===== config.mk =====
export PLATFORM = sky130hd
export DESIGN_NAME = double_ended_heap_allocator_flat
export DESIGN_NICKNAME = d
export VERILOG_FILES = /design/src/rtl/deha_pkg.sv /design/src/rtl/deha_chan_if.sv /design/src/rtl/deha_front.sv /design/src/rtl/deha_queue.sv /design/src/rtl/deha_back.sv /design/src/rtl/double_ended_heap_allocator.sv /design/src/flat_wrapper.sv
export SDC_FILE = /design/constraint.sdc
export NUM_CORES = 2
export LEC_CHECK = 0
export ABC_CLOCK_PERIOD_IN_PS = 14700
export BUFFER_PORTS_ARGS = -buffer_cell sky130_fd_sc_hd__buf_2
export CORE_MARGIN = 2
export CORE_UTILIZATION = 62
export DETAILED_ROUTE_END_ITERATION = 7
export PLACE_DENSITY = 0.83
export SYNTH_ARGS = -nofsm -noshare
export SYNTH_HDL_FRONTEND = slang
export SYNTH_HIERARCHICAL = 1
export SYNTH_SLANG_ARGS = --single-unit

===== constraint.sdc =====
create_clock -name clk -period 14.7 [get_ports clk]
set_clock_uncertainty 0.2 [all_clocks]
set_input_delay 2.205 -clock clk [delete_from_list [all_inputs] [get_ports clk]]
set_output_delay 2.205 -clock clk [all_outputs]
set_load 0.005 [all_outputs]

===== src/rtl/deha_pkg.sv =====
`timescale 1ns / 1ps

package deha_pkg;

  localparam int NUM_HEAPS   = 3;
  localparam int QUEUE_DEPTH = 2;

  typedef enum logic {
    REQ_ALLOC   = 1'b0,
    REQ_RESTORE = 1'b1
  } req_t;

  typedef enum logic [1:0] {
    USE_FIXED     = 2'd0,
    USE_DEV_TEMP  = 2'd1,
    USE_DYNAMIC   = 2'd2,
    USE_HOST_ONLY = 2'd3
  } usage_t;

  typedef enum logic [1:0] {
    HEAP_DEV  = 2'd0,
    HEAP_HOST = 2'd1,
    HEAP_DYN  = 2'd2
  } heap_t;

  typedef enum logic [1:0] {
    ST_OK       = 2'd0,
    ST_OOM      = 2'd1,
    ST_BAD_CKPT = 2'd2
  } status_t;

  typedef enum logic [1:0] {
    REG_DEVICE_SIZE  = 2'd0,
    REG_HOST_SIZE    = 2'd1,
    REG_DYNAMIC_SIZE = 2'd2
  } cfg_reg_t;

  // Request as it arrives on the input channel
  typedef struct packed {
    logic        req_type;
    logic [1:0]  usage;
    logic [31:0] alloc_size;
    logic [4:0]  align_log2;
    logic [1:0]  heap_select;
    logic [31:0] checkpoint_low;
    logic [31:0] checkpoint_high;
  } in_item_t;

  // Result as it leaves on the output channel
  typedef struct packed {
    logic [1:0]  status;
    logic [31:0] offset;
    logic [1:0]  heap_id;
    logic        host_copy;
  } out_item_t;

  // Classified command handed from the front end to the execution end
  typedef struct packed {
    logic        is_restore;
    logic        bad_heap;
    logic        at_back;
    logic        host_copy;
    heap_t       heap;
    logic [31:0] alloc_size;
    logic [31:0] align_m1;
    logic [31:0] ckpt_low;
    logic [31:0] ckpt_high;
  } cmd_t;

  // Heap presence seen by the classifier
  typedef struct packed {
    logic host_present;
    logic dyn_present;
  } heap_pres_t;

endpackage


===== src/rtl/deha_chan_if.sv =====
`timescale 1ns / 1ps

interface deha_chan_if #(
  parameter type T = logic
) ();
  logic valid;
  logic ready;
  T     data;

  modport source (output valid, output data, input ready);
  modport sink   (input valid, input data, output ready);
endinterface


===== src/rtl/deha_front.sv =====
`timescale 1ns / 1ps

module deha_front (
  deha_chan_if.sink             in_ch,
  input  deha_pkg::heap_pres_t  pres,
  input  logic                  q_full,
  output logic                  q_push,
  output deha_pkg::cmd_t        q_data
);

  deha_pkg::in_item_t req;

  assign req = in_ch.data;

  // Take a request whenever the queue has room
  assign in_ch.ready = !q_full;
  assign q_push      = in_ch.valid && !q_full;

  // Classify: pick the heap, the end to carve from and the alignment mask
  always_comb begin
    q_data            = '0;
    q_data.alloc_size = req.alloc_size;
    q_data.ckpt_low   = req.checkpoint_low;
    q_data.ckpt_high  = req.checkpoint_high;
    q_data.align_m1   = (32'd1 << req.align_log2) - 32'd1;
    if (req.req_type == deha_pkg::REQ_RESTORE) begin
      q_data.is_restore = 1'b1;
      if (req.heap_select > deha_pkg::HEAP_DYN) begin
        q_data.bad_heap = 1'b1;
        q_data.heap     = deha_pkg::HEAP_DEV;
      end else begin
        q_data.heap = deha_pkg::heap_t'(req.heap_select);
      end
    end else begin
      q_data.at_back   = (req.usage == deha_pkg::USE_DEV_TEMP);
      q_data.host_copy = (req.usage == deha_pkg::USE_FIXED) && pres.host_present;
      if ((req.usage == deha_pkg::USE_DYNAMIC) && pres.dyn_present) begin
        q_data.heap = deha_pkg::HEAP_DYN;
      end else if ((req.usage == deha_pkg::USE_HOST_ONLY) && pres.host_present) begin
        q_data.heap = deha_pkg::HEAP_HOST;
      end else begin
        q_data.heap = deha_pkg::HEAP_DEV;
      end
    end
  end

endmodule


===== src/rtl/deha_queue.sv =====
`timescale 1ns / 1ps

module deha_queue (
  input  logic           clk,
  input  logic           rst_n,
  input  logic           push,
  input  deha_pkg::cmd_t push_data,
  output logic           full,
  input  logic           pop,
  output logic           head_valid,
  output deha_pkg::cmd_t head_data,
  output logic [$clog2(deha_pkg::QUEUE_DEPTH+1)-1:0] level
);

  localparam int DEPTH = deha_pkg::QUEUE_DEPTH;
  localparam int AW    = (DEPTH > 1) ? $clog2(DEPTH) : 1;
  localparam int LW    = $clog2(DEPTH + 1);

  deha_pkg::cmd_t q_r [DEPTH];
  logic [AW-1:0]  wr_ptr_r, wr_ptr_nxt;
  logic [AW-1:0]  rd_ptr_r, rd_ptr_nxt;
  logic [LW-1:0]  level_r, level_nxt;

  assign full       = (level_r == LW'(DEPTH));
  assign head_valid = (level_r != '0);
  assign head_data  = q_r[rd_ptr_r];
  assign level      = level_r;

  // Advance pointers and the fill level
  always_comb begin
    wr_ptr_nxt = wr_ptr_r;
    rd_ptr_nxt = rd_ptr_r;
    level_nxt  = level_r;
    if (push) begin
      wr_ptr_nxt = (wr_ptr_r == AW'(DEPTH - 1)) ? '0 : wr_ptr_r + AW'(1);
    end
    if (pop) begin
      rd_ptr_nxt = (rd_ptr_r == AW'(DEPTH - 1)) ? '0 : rd_ptr_r + AW'(1);
    end
    if (push && !pop) begin
      level_nxt = level_r + LW'(1);
    end else if (pop && !push) begin
      level_nxt = level_r - LW'(1);
    end
  end

  always_ff @(posedge clk) begin
    if (!rst_n) begin
      wr_ptr_r <= '0;
      rd_ptr_r <= '0;
      level_r  <= '0;
    end else begin
      wr_ptr_r <= wr_ptr_nxt;
      rd_ptr_r <= rd_ptr_nxt;
      level_r  <= level_nxt;
    end
  end

  // Hold entries
  always_ff @(posedge clk) begin
    if (push) begin
      q_r[wr_ptr_r] <= push_data;
    end
  end

endmodule


===== src/rtl/deha_back.sv =====
`timescale 1ns / 1ps

module deha_back #(
  parameter int OFFSET_BITS = 32
) (
  input  logic                  clk,
  input  logic                  rst_n,
  input  logic                  cfg_we,
  input  logic [1:0]            cfg_index,
  input  logic [31:0]           cfg_wdata,
  input  logic                  head_valid,
  input  deha_pkg::cmd_t        head_data,
  output logic                  pop,
  output deha_pkg::heap_pres_t  pres,
  deha_chan_if.source           out_ch
);

  localparam int NH = deha_pkg::NUM_HEAPS;
  localparam int CW = (OFFSET_BITS > 32) ? OFFSET_BITS : 32;
  localparam int W  = CW + 1;
  localparam int CB = (OFFSET_BITS < 32) ? OFFSET_BITS : 32;

  logic [OFFSET_BITS-1:0] size_r  [NH];
  logic [OFFSET_BITS-1:0] size_nxt [NH];
  logic [OFFSET_BITS-1:0] front_r [NH];
  logic [OFFSET_BITS-1:0] front_nxt [NH];
  logic [OFFSET_BITS-1:0] back_r  [NH];
  logic [OFFSET_BITS-1:0] back_nxt [NH];

  logic                  out_valid_r, out_valid_nxt;
  deha_pkg::out_item_t   out_data_r, out_data_nxt;

  deha_pkg::cmd_t        cmd;
  deha_pkg::out_item_t   res;
  logic [W-1:0]          front_w, back_w, size_w, align_w, gap_w;
  logic [W-1:0]          start_w, end_w, lo_w, hi_w, hsize_w;
  logic                  no_room, out_of_gap;

  assign cmd  = head_data;
  assign pres.host_present = (size_r[deha_pkg::REG_HOST_SIZE] != '0);
  assign pres.dyn_present  = (size_r[deha_pkg::REG_DYNAMIC_SIZE] != '0);

  // Take the head command when the output register is free or draining
  assign pop = head_valid && (!out_valid_r || out_ch.ready);

  assign out_ch.valid = out_valid_r;
  assign out_ch.data  = out_data_r;

  // Exact-width operands for the selected heap
  always_comb begin
    front_w = W'(front_r[cmd.heap]);
    back_w  = W'(back_r[cmd.heap]);
    hsize_w = W'(size_r[cmd.heap]);
    size_w  = W'(cmd.alloc_size);
    align_w = W'(cmd.align_m1);
    lo_w    = W'(cmd.ckpt_low[CB-1:0]);
    hi_w    = W'(cmd.ckpt_high[CB-1:0]);
    gap_w   = back_w - front_w;
    no_room = (back_w < front_w) || (size_w > gap_w);
    if (cmd.at_back) begin
      start_w = (back_w - size_w) & ~align_w;
    end else begin
      start_w = (front_w + align_w) & ~align_w;
    end
    end_w      = start_w + size_w;
    out_of_gap = (start_w < front_w) || (end_w > back_w);
  end

  // Execute the command and apply configuration writes
  always_comb begin
    size_nxt  = size_r;
    front_nxt = front_r;
    back_nxt  = back_r;
    res           = '0;
    res.heap_id   = cmd.heap;
    res.host_copy = cmd.host_copy;
    if (cmd.is_restore) begin
      if (cmd.bad_heap || !((lo_w > hi_w) && (lo_w <= hsize_w) && (back_w == hi_w))) begin
        res.status = deha_pkg::ST_BAD_CKPT;
      end else begin
        res.status = deha_pkg::ST_OK;
        if (pop) begin
          back_nxt[cmd.heap] = lo_w[OFFSET_BITS-1:0];
        end
      end
    end else if (no_room || out_of_gap) begin
      res.status = deha_pkg::ST_OOM;
    end else begin
      res.status = deha_pkg::ST_OK;
      res.offset = start_w[31:0];
      if (pop) begin
        if (cmd.at_back) begin
          back_nxt[cmd.heap] = start_w[OFFSET_BITS-1:0];
        end else begin
          front_nxt[cmd.heap] = end_w[OFFSET_BITS-1:0];
        end
      end
    end
    if (cfg_we && (cfg_index <= deha_pkg::REG_DYNAMIC_SIZE)) begin
      size_nxt[cfg_index]  = OFFSET_BITS'(cfg_wdata);
      front_nxt[cfg_index] = '0;
      back_nxt[cfg_index]  = OFFSET_BITS'(cfg_wdata);
    end
  end

  // Output register: load on pop, drop on transfer
  always_comb begin
    out_valid_nxt = out_valid_r;
    out_data_nxt  = out_data_r;
    if (pop) begin
      out_valid_nxt = 1'b1;
      out_data_nxt  = res;
    end else if (out_ch.ready) begin
      out_valid_nxt = 1'b0;
    end
  end

  always_ff @(posedge clk) begin
    if (!rst_n) begin
      size_r      <= '{default: '0};
      front_r     <= '{default: '0};
      back_r      <= '{default: '0};
      out_valid_r <= 1'b0;
    end else begin
      size_r      <= size_nxt;
      front_r     <= front_nxt;
      back_r      <= back_nxt;
      out_valid_r <= out_valid_nxt;
    end
  end

  always_ff @(posedge clk) begin
    out_data_r <= out_data_nxt;
  end

endmodule


===== src/rtl/double_ended_heap_allocator.sv =====
`timescale 1ns / 1ps

// Double-ended heap allocator over three heaps (device, host, dynamic).
// in_ch carries requests (allocate or restore-back-checkpoint), out_ch one
// result per request, in order; both use valid/ready and a transfer happens
// when both are high. cfg_we/cfg_index/cfg_wdata write a heap size, which
// also rewinds that heap's front offset to 0 and its back offset to the size;
// write configuration only while no request is in flight.
// A request passes the classifier combinationally into a two-entry queue,
// then the execution stage reads the heap offsets, aligns, checks and updates
// them and loads the output register. A request is registered in the queue
// and its result in the output register before it transfers on out_ch;
// throughput is one request per cycle while out_ch.ready stays high, with
// each request reading, updating and writing back the offset registers.
// When the receiver stalls, the output register holds its result and the
// queue absorbs two more requests before in_ch.ready drops.
// Reset (rst_n low at a clock edge) clears all sizes and offsets to zero and
// empties the queue and output register.
module double_ended_heap_allocator #(
  parameter int OFFSET_BITS = 32
) (
  input  logic        clk,
  input  logic        rst_n,
  input  logic        cfg_we,
  input  logic [1:0]  cfg_index,
  input  logic [31:0] cfg_wdata,
  deha_chan_if.sink   in_ch,
  deha_chan_if.source out_ch
);

  logic                  q_push, q_pop, q_full, q_head_valid;
  deha_pkg::cmd_t        q_push_data, q_head_data;
  deha_pkg::heap_pres_t  pres;
  logic [$clog2(deha_pkg::QUEUE_DEPTH+1)-1:0] q_level;

  deha_front u_front (
    .in_ch  (in_ch),
    .pres   (pres),
    .q_full (q_full),
    .q_push (q_push),
    .q_data (q_push_data)
  );

  deha_queue u_queue (
    .clk        (clk),
    .rst_n      (rst_n),
    .push       (q_push),
    .push_data  (q_push_data),
    .full       (q_full),
    .pop        (q_pop),
    .head_valid (q_head_valid),
    .head_data  (q_head_data),
    .level      (q_level)
  );

  deha_back #(
    .OFFSET_BITS (OFFSET_BITS)
  ) u_back (
    .clk        (clk),
    .rst_n      (rst_n),
    .cfg_we     (cfg_we),
    .cfg_index  (cfg_index),
    .cfg_wdata  (cfg_wdata),
    .head_valid (q_head_valid),
    .head_data  (q_head_data),
    .pop        (q_pop),
    .pres       (pres),
    .out_ch     (out_ch)
  );

  // Queue never overfills
  a_queue_bound: assert property (@(posedge clk) disable iff (!rst_n)
    q_level <= ($clog2(deha_pkg::QUEUE_DEPTH+1))'(deha_pkg::QUEUE_DEPTH))
    else $error("queue level beyond depth");

  // A popped command always shows up as a result in the next cycle
  a_pop_to_out: assert property (@(posedge clk) disable iff (!rst_n)
    q_pop |=> out_ch.valid)
    else $error("popped command produced no result");

  // Failed allocations grant no offset
  a_oom_offset: assert property (@(posedge clk) disable iff (!rst_n)
    (out_ch.valid && (out_ch.data.status == deha_pkg::ST_OOM)) |->
      (out_ch.data.offset == '0))
    else $error("out of memory result carries an offset");

  // Rejected restores carry neither offset nor host copy
  a_bad_ckpt: assert property (@(posedge clk) disable iff (!rst_n)
    (out_ch.valid && (out_ch.data.status == deha_pkg::ST_BAD_CKPT)) |->
      ((out_ch.data.offset == '0) && !out_ch.data.host_copy))
    else $error("bad checkpoint result carries payload");

endmodule


===== src/flat_wrapper.sv =====
// flat-port wrapper written by rule: the top's interface ports become plain ports
module double_ended_heap_allocator_flat 
#(
  parameter int OFFSET_BITS = 32
)
  (clk, rst_n, cfg_we, cfg_index, cfg_wdata, in_ch_valid, in_ch_data, in_ch_ready, out_ch_valid, out_ch_data, out_ch_ready);
  deha_chan_if #(.T(deha_pkg::in_item_t)) in_ch_i ();
  deha_chan_if #(.T(deha_pkg::out_item_t)) out_ch_i ();
  input  logic clk;
  input  logic rst_n;
  input  logic cfg_we;
  input  logic [1:0] cfg_index;
  input  logic [31:0] cfg_wdata;
  input wire logic [$bits(in_ch_i.valid)-1:0] in_ch_valid;
  input wire logic [$bits(in_ch_i.data)-1:0] in_ch_data;
  output wire logic [$bits(in_ch_i.ready)-1:0] in_ch_ready;
  output wire logic [$bits(out_ch_i.valid)-1:0] out_ch_valid;
  output wire logic [$bits(out_ch_i.data)-1:0] out_ch_data;
  input wire logic [$bits(out_ch_i.ready)-1:0] out_ch_ready;
  assign in_ch_i.valid = in_ch_valid;
  assign in_ch_i.data = in_ch_data;
  assign in_ch_ready = in_ch_i.ready;
  assign out_ch_valid = out_ch_i.valid;
  assign out_ch_data = out_ch_i.data;
  assign out_ch_i.ready = out_ch_ready;
  double_ended_heap_allocator #(.OFFSET_BITS(OFFSET_BITS)) u_core (.clk(clk), .rst_n(rst_n), .cfg_we(cfg_we), .cfg_index(cfg_index), .cfg_wdata(cfg_wdata), .in_ch(in_ch_i), .out_ch(out_ch_i));
endmodule

Yosys cells after proc, flatten, opt, wreduce, memory -nomap -nowiden. Memories as Yosys holds them, arrays and structs flattened. A register that Yosys moved wholly into a read port is not among the register bits. Cells that the tools add are included.

Equality and inequality tests: 5. $lt $le $gt $ge: 12. Bitwise gates (word level): 7. Shifts and indexed selects: 1. Add/sub/neg operators: 9. Mux-type cells: 51. Reduce and logical (&&, ||, !) cells: 29.

Operators by type and width (number): 96-bit two-way mux (12); 96-bit bitwise mux (5); 32-bit two-way mux (8); 32-bit binary-select mux with 2-bit select (3); 32-bit demux with 2-bit select (2); 96-bit bitwise AND (1); 96-bit inverter (1); 33-bit bitwise AND (2); 32-bit by 32-bit subtractor with 33-bit output (2); 32-bit nonzero test (2); 32-bit by 32-bit adder with 33-bit output (1); 33-bit by 32-bit adder with 33-bit output (1); 32-bit by 33-bit > comparator with 1-bit output (1); 33-bit by 32-bit > comparator with 1-bit output (1); 33-bit by 32-bit less-than comparator with 1-bit output (1); 33-bit two-way mux (1); 32-bit inverter with 33-bit output (1); 32-bit equality test (1); 32-bit > comparator (1); 32-bit less-or-equal comparator (1); 32-bit less-than comparator (1); 1-bit by 5-bit left shift with 32-bit output, first input constant (1); 32-bit by 1-bit subtractor with 32-bit output, second input constant (1); 2-bit two-way mux (9); other kinds (17) (54).

Register bits after elaboration: 330. Bits in writable memories: 268. Memories kept: 1. Output and inout bits: 39.

Memory list: u_core.u_queue.q_r (words 2, bits a word 134, rd ports 1, clocked after Yosys merged registers in 1, write ports 1, line deha_queue.sv:19) `deha_pkg::cmd_t q_r [DEPTH];`.

Logic depth before layout (Yosys ltp).
Word-level depth: 15. Gate-level depth with buffers: 48. Mapped depth without buffers: 38.

Cells and area by module. The synthesis kept the hierarchy.

By module, submodules not included: deha_back (cells each 3463, seq. area each 6896.6 µm², area an instance 27299.9 µm², times used 1); deha_queue (cells each 439, seq. area each 8147.8 µm², area an instance 10126.0 µm², times used 1); deha_front (cells each 203, seq. area each 0.0 µm², area an instance 1460.2 µm², times used 1).

Worst setup path before layout. Ideal clock, no wire load.

Path kind: register to register. Start: register with a tool-made name. End: register u_core/u_back/back_r[63] in the netlist's numbering. Required time: 14430 ps. Cell stages (with the launch flop): 41. Library setup time: 70 ps. Period minus slack after synthesis: 9555 ps. Arrival time: 9286 ps. Path buffers: 9. Slack: 5145 ps. Cell sequence: dfxtp_1 buf_6 buf_2 mux2_2 buf_4 buf_6 buf_4 buf_2 buf_1 clkbuf_1 mux2i_1 nor2_1 a21oi_1 inv_1 ha_1 a211oi_1 o21ai_0 a31o_2 (+5 left out) ha_1 o21ai_0 nor2_1 nor2_1 nor2_1 nor4_1 o31ai_2 a2111oi_0 a311oi_1 ha_1 nand4_1 or4_1 a211oi_2 and2_1 buf_2 nand2_1 or4_1 a21oi_1.

RTL lines: end signal, assigned (line deha_back.sv:127) `back_r <= back_nxt;`; end, declared (line deha_back.sv:27) `logic [OFFSET_BITS-1:0] back_r [NH];`.

==> flow_metrics.tcl <==
set metrics [dict create \
    port_buffers 183 \
    setup.worst_path.start_class "flop" \
    worst-path-max-fanout 85 \
    reg2reg_depth 28 \
    cts_root_buf "clkbuf_16" \
    hp-class "flop to flop" \
    finalWorstSetupSlack_ns 2.08 \
    grt_pass1_vias 31600 \
    antenna_found_initial 5 \
    pre_cts_ws_ns 2.67 \
    yosysMostFrequentCell "nand2_1" \
    ys_top_cells_by_area "edfxtp_1 (24%), dfxtp_1 (15%), ha_1 (9.3%)" \
    crit_end "u_core/u_back/out_ch.data[6]" \
    die_h_microns 254 \
    grtUsageMet1_pct 51.4 \
    worst-path-buf-inv 3 \
    layout-drive-gt1-share_pct 13.6 \
    outcome "finished with violations" \
    cellPowerDensity_nw_per_um2 202 \
    drt_first_iter_violations 5120 \
    rows 91 \
    fillers 4751 \
    clk_pin_slew_ns 0.06 \
    yosysSeqAreaShare_pct 38.7 \
    cts_setup_buffers 0 \
    hold_violations 0 \
    wirelength_microns 131000 \
    tritoncts "yes" \
    synthArstFlopShare_pct 0 \
    htree_levels 3 \
    violations "DRC" \
    final_nets 4546 \
    path_delay_family "compound AO/OA/AOI/OAI gates" \
    dieArea_sq_um 64700 \
    tightest_slew_ns 1.28 \
    ctsHoldBuffers 0 \
    final_core_utilization_pct 67.7 \
    grt_pass1_wl_microns 193000 \
    vias 33800 \
    syn_to_final_growth_pct 7.57 \
    max_stage_delay_ns 0.84 \
    coreArea_sq_um 61800 \
    met3_usage_pct 12.6 \
    synthesis.nets 4544 \
    fmax_mhz 79.3 \
    min_period_over_period_pct 85.8 \
    track_usage_pct 39.9 \
    wl_per_cell_microns 26.3 \
    hold_ws_ns 0.258 \
    multiInputGateArea_sq_um 21500 \
    critPathKind "flop to flop" \
    yosys.cell_types.count 107 \
    regArea_sq_um 15000 \
    maxCapViolCount 0 \
    start_util_pct 62.9 \
    grt_max_degree 128 \
    ioPinCount 184 \
    top_usage_layer "met2" \
    clockBufferDepth 3 \
    drt_pass1_iterations 8 \
    synth-main-ff-cell "edfxtp_1" \
    drc_errors 7 \
    synthTopCellsByCount "nand2_1 (399), a21oi_1 (307), edfxtp_1 (305)" \
    syn_area_sq_um 38900 \
    ys_warn_count 6 \
    critPathCaptureType "flop" \
    hpwl_microns 93500 \
    die_x_microns 254 \
    setup_violations 0 \
    worstSkewPairLatency_ns 0.66 \
    ys_ff_latch 599 \
    worstReg2RegEnd "u_core/u_back/out_ch.data[6]" \
    place.gp.congestion 1.09 \
    use_met2_pct 59.1 \
    required_ns 14.88 \
    cp.arrival_ns 12.79 \
    drv_slew 0 \
    synth_edf_count 305 \
    netlist.top_cell.by_area "edfxtp_1" \
    worst_path_max_delay_cell "mux2_8" \
    r2r_setup_slack_ns 2.08 \
    syn_inst 4105 \
    irDropWorstVdd_uv 133 \
    relSlewSlack_pct 13.5 \
    finalPower_mw 8.44 \
    cts.sinks 599 \
    worstSetupPathDepth 28 \
    syn_avg_cell_area_sq_um 9.47 \
    setup_tns_ns 0 \
    drtAntennaViolNets 0 \
    post_cts_resized 0 \
    overflow 0 \
    viasPerCell 6.76 \
    cts_made_buffers 67 \
    p_leak_nw 17.5 \
    rsz0062_at_grt "false" \
    period_needed_ns 12.62 \
    synth_top_area_share_pct 23.6 \
]
==> logic make-up (layout without fill, tap and decap cells) <==
logic type | count (synthesis) | in the layout | synth area share, %
AND/OR/NAND/NOR | 1210 | 1210 | 15.3
AO/OA/AOI/OAI | 1068 | 1068 | 17.8
flip-flops | 599 | 599 | 38.7
buffers and inverters | 479 | 534 | 6.19
multiplexers | 335 | 335 | 9.74
adder cells (fa/ha/maj) | 294 | 294 | 9.54
XOR/XNOR | 119 | 119 | 2.68
other | 1 | 3 | 0.00964
==> cells in the final DEF (no fill, tap or decap), types with 45 or more instances in the layout <==
master and count:
a21boi_0 112, a21o_1 69, a21oi_1 307, a221oi_1 48, a31oi_1 50, buf_2 182, buf_4 47, clkbuf_16 67
dfxtp_1 293, edfxtp_1 305, ha_1 290, inv_1 179, mux2_2 96, mux2_4 60, mux2i_1 176, nand2_1 397
nand2b_1 62, nand3_1 58, nand4_1 55, nor2_1 279, nor2b_1 69, nor3_1 88, o21ai_0 218, xnor2_1 74
xor2_1 45
==> final cells by class <==
type | instances | area share (%)
Antenna cell | 2 | 0.0120
Clock buffer | 82 | 4.21
Clock inverter | 40 | 1.19
Inverter | 183 | 1.64
Multi-Input combinational cell | 3027 | 51.4
Sequential cell | 599 | 36.0
Tap cell | 837 | 2.50
Timing Repair Buffer | 229 | 3.02
==> flip-flops by register name, summed over array words and instances (netlist names), named ones only <==
name                        cells
u_core/u_back/back_r           96
u_core/u_back/front_r          96
u_core/u_back/out_ch.data      37
u_core/u_back/out_ch.valid      1
u_core/u_back/size_r           96
u_core/u_queue/level            2
u_core/u_queue/q_r            268
u_core/u_queue/rd_ptr_r         1
u_core/u_queue/wr_ptr_r         1
==> power breakdown <==
group	leakage (nW)	switching [mW]	internal [mW]
registers	5.24	0.0912	1.98
clock network	1.09	0.758	0.967
logic	11.2	3.00	1.64
total	17.5	3.85	4.59
==> per-layer routing <==
layer / wire length (microns) / vias up
met5: 25 / -
met4: 9200 / 4
met3: 18000 / 596
met2: 55200 / 2410
met1: 48800 / 15900
li1: - / 14900
==> stage by stage <==
step | area [sq um] | cells
5_1_grt | 41800 | 4997
4_1_cts | 41800 | 4997
6_report | 41800 | 4999
3_5_place_dp | 39600 | 4875
3_3_place_gp | 39600 | 4875
2_1_floorplan | 38900 | 4105
==> worst reg2reg max path: cells and delay by family (launching register included) <==
| family | cells | cell delay (ns) |
|---|---|---|
| xor gates and xnor gates | 2 | 0.32 |
| buffers and inverters | 3 | 1.42 |
| DFF | 1 | 0.78 |
| muxes | 2 | 1.39 |
| and+or+nand+nor | 8 | 2.87 |
| AOI/OAI and AO/OA | 10 | 4.18 |
| adders and majority gates | 3 | 1.18 |
==> worst min path at each step <==
stage	startpoint	slack (ns)	to	cells past startpoint
6_report	u_core/u_back/back_r[94]	0.26	u_core/u_back/back_r[94]	2
5_1_grt	u_core/u_back/back_r[80]	0.27	u_core/u_back/back_r[80]	2
4_1_cts	u_core/u_back/back_r[94]	0.26	u_core/u_back/back_r[94]	2
3_5_place_dp	u_core/u_back/back_r[67]	0.24	u_core/u_back/back_r[67]	2
3_3_place_gp	u_core/u_back/back_r[84]	0.24	u_core/u_back/back_r[84]	2
2_1_floorplan	u_core/u_back/back_r[10]	0.23	u_core/u_back/back_r[10]	2
(Power assumes the default switching activity.)
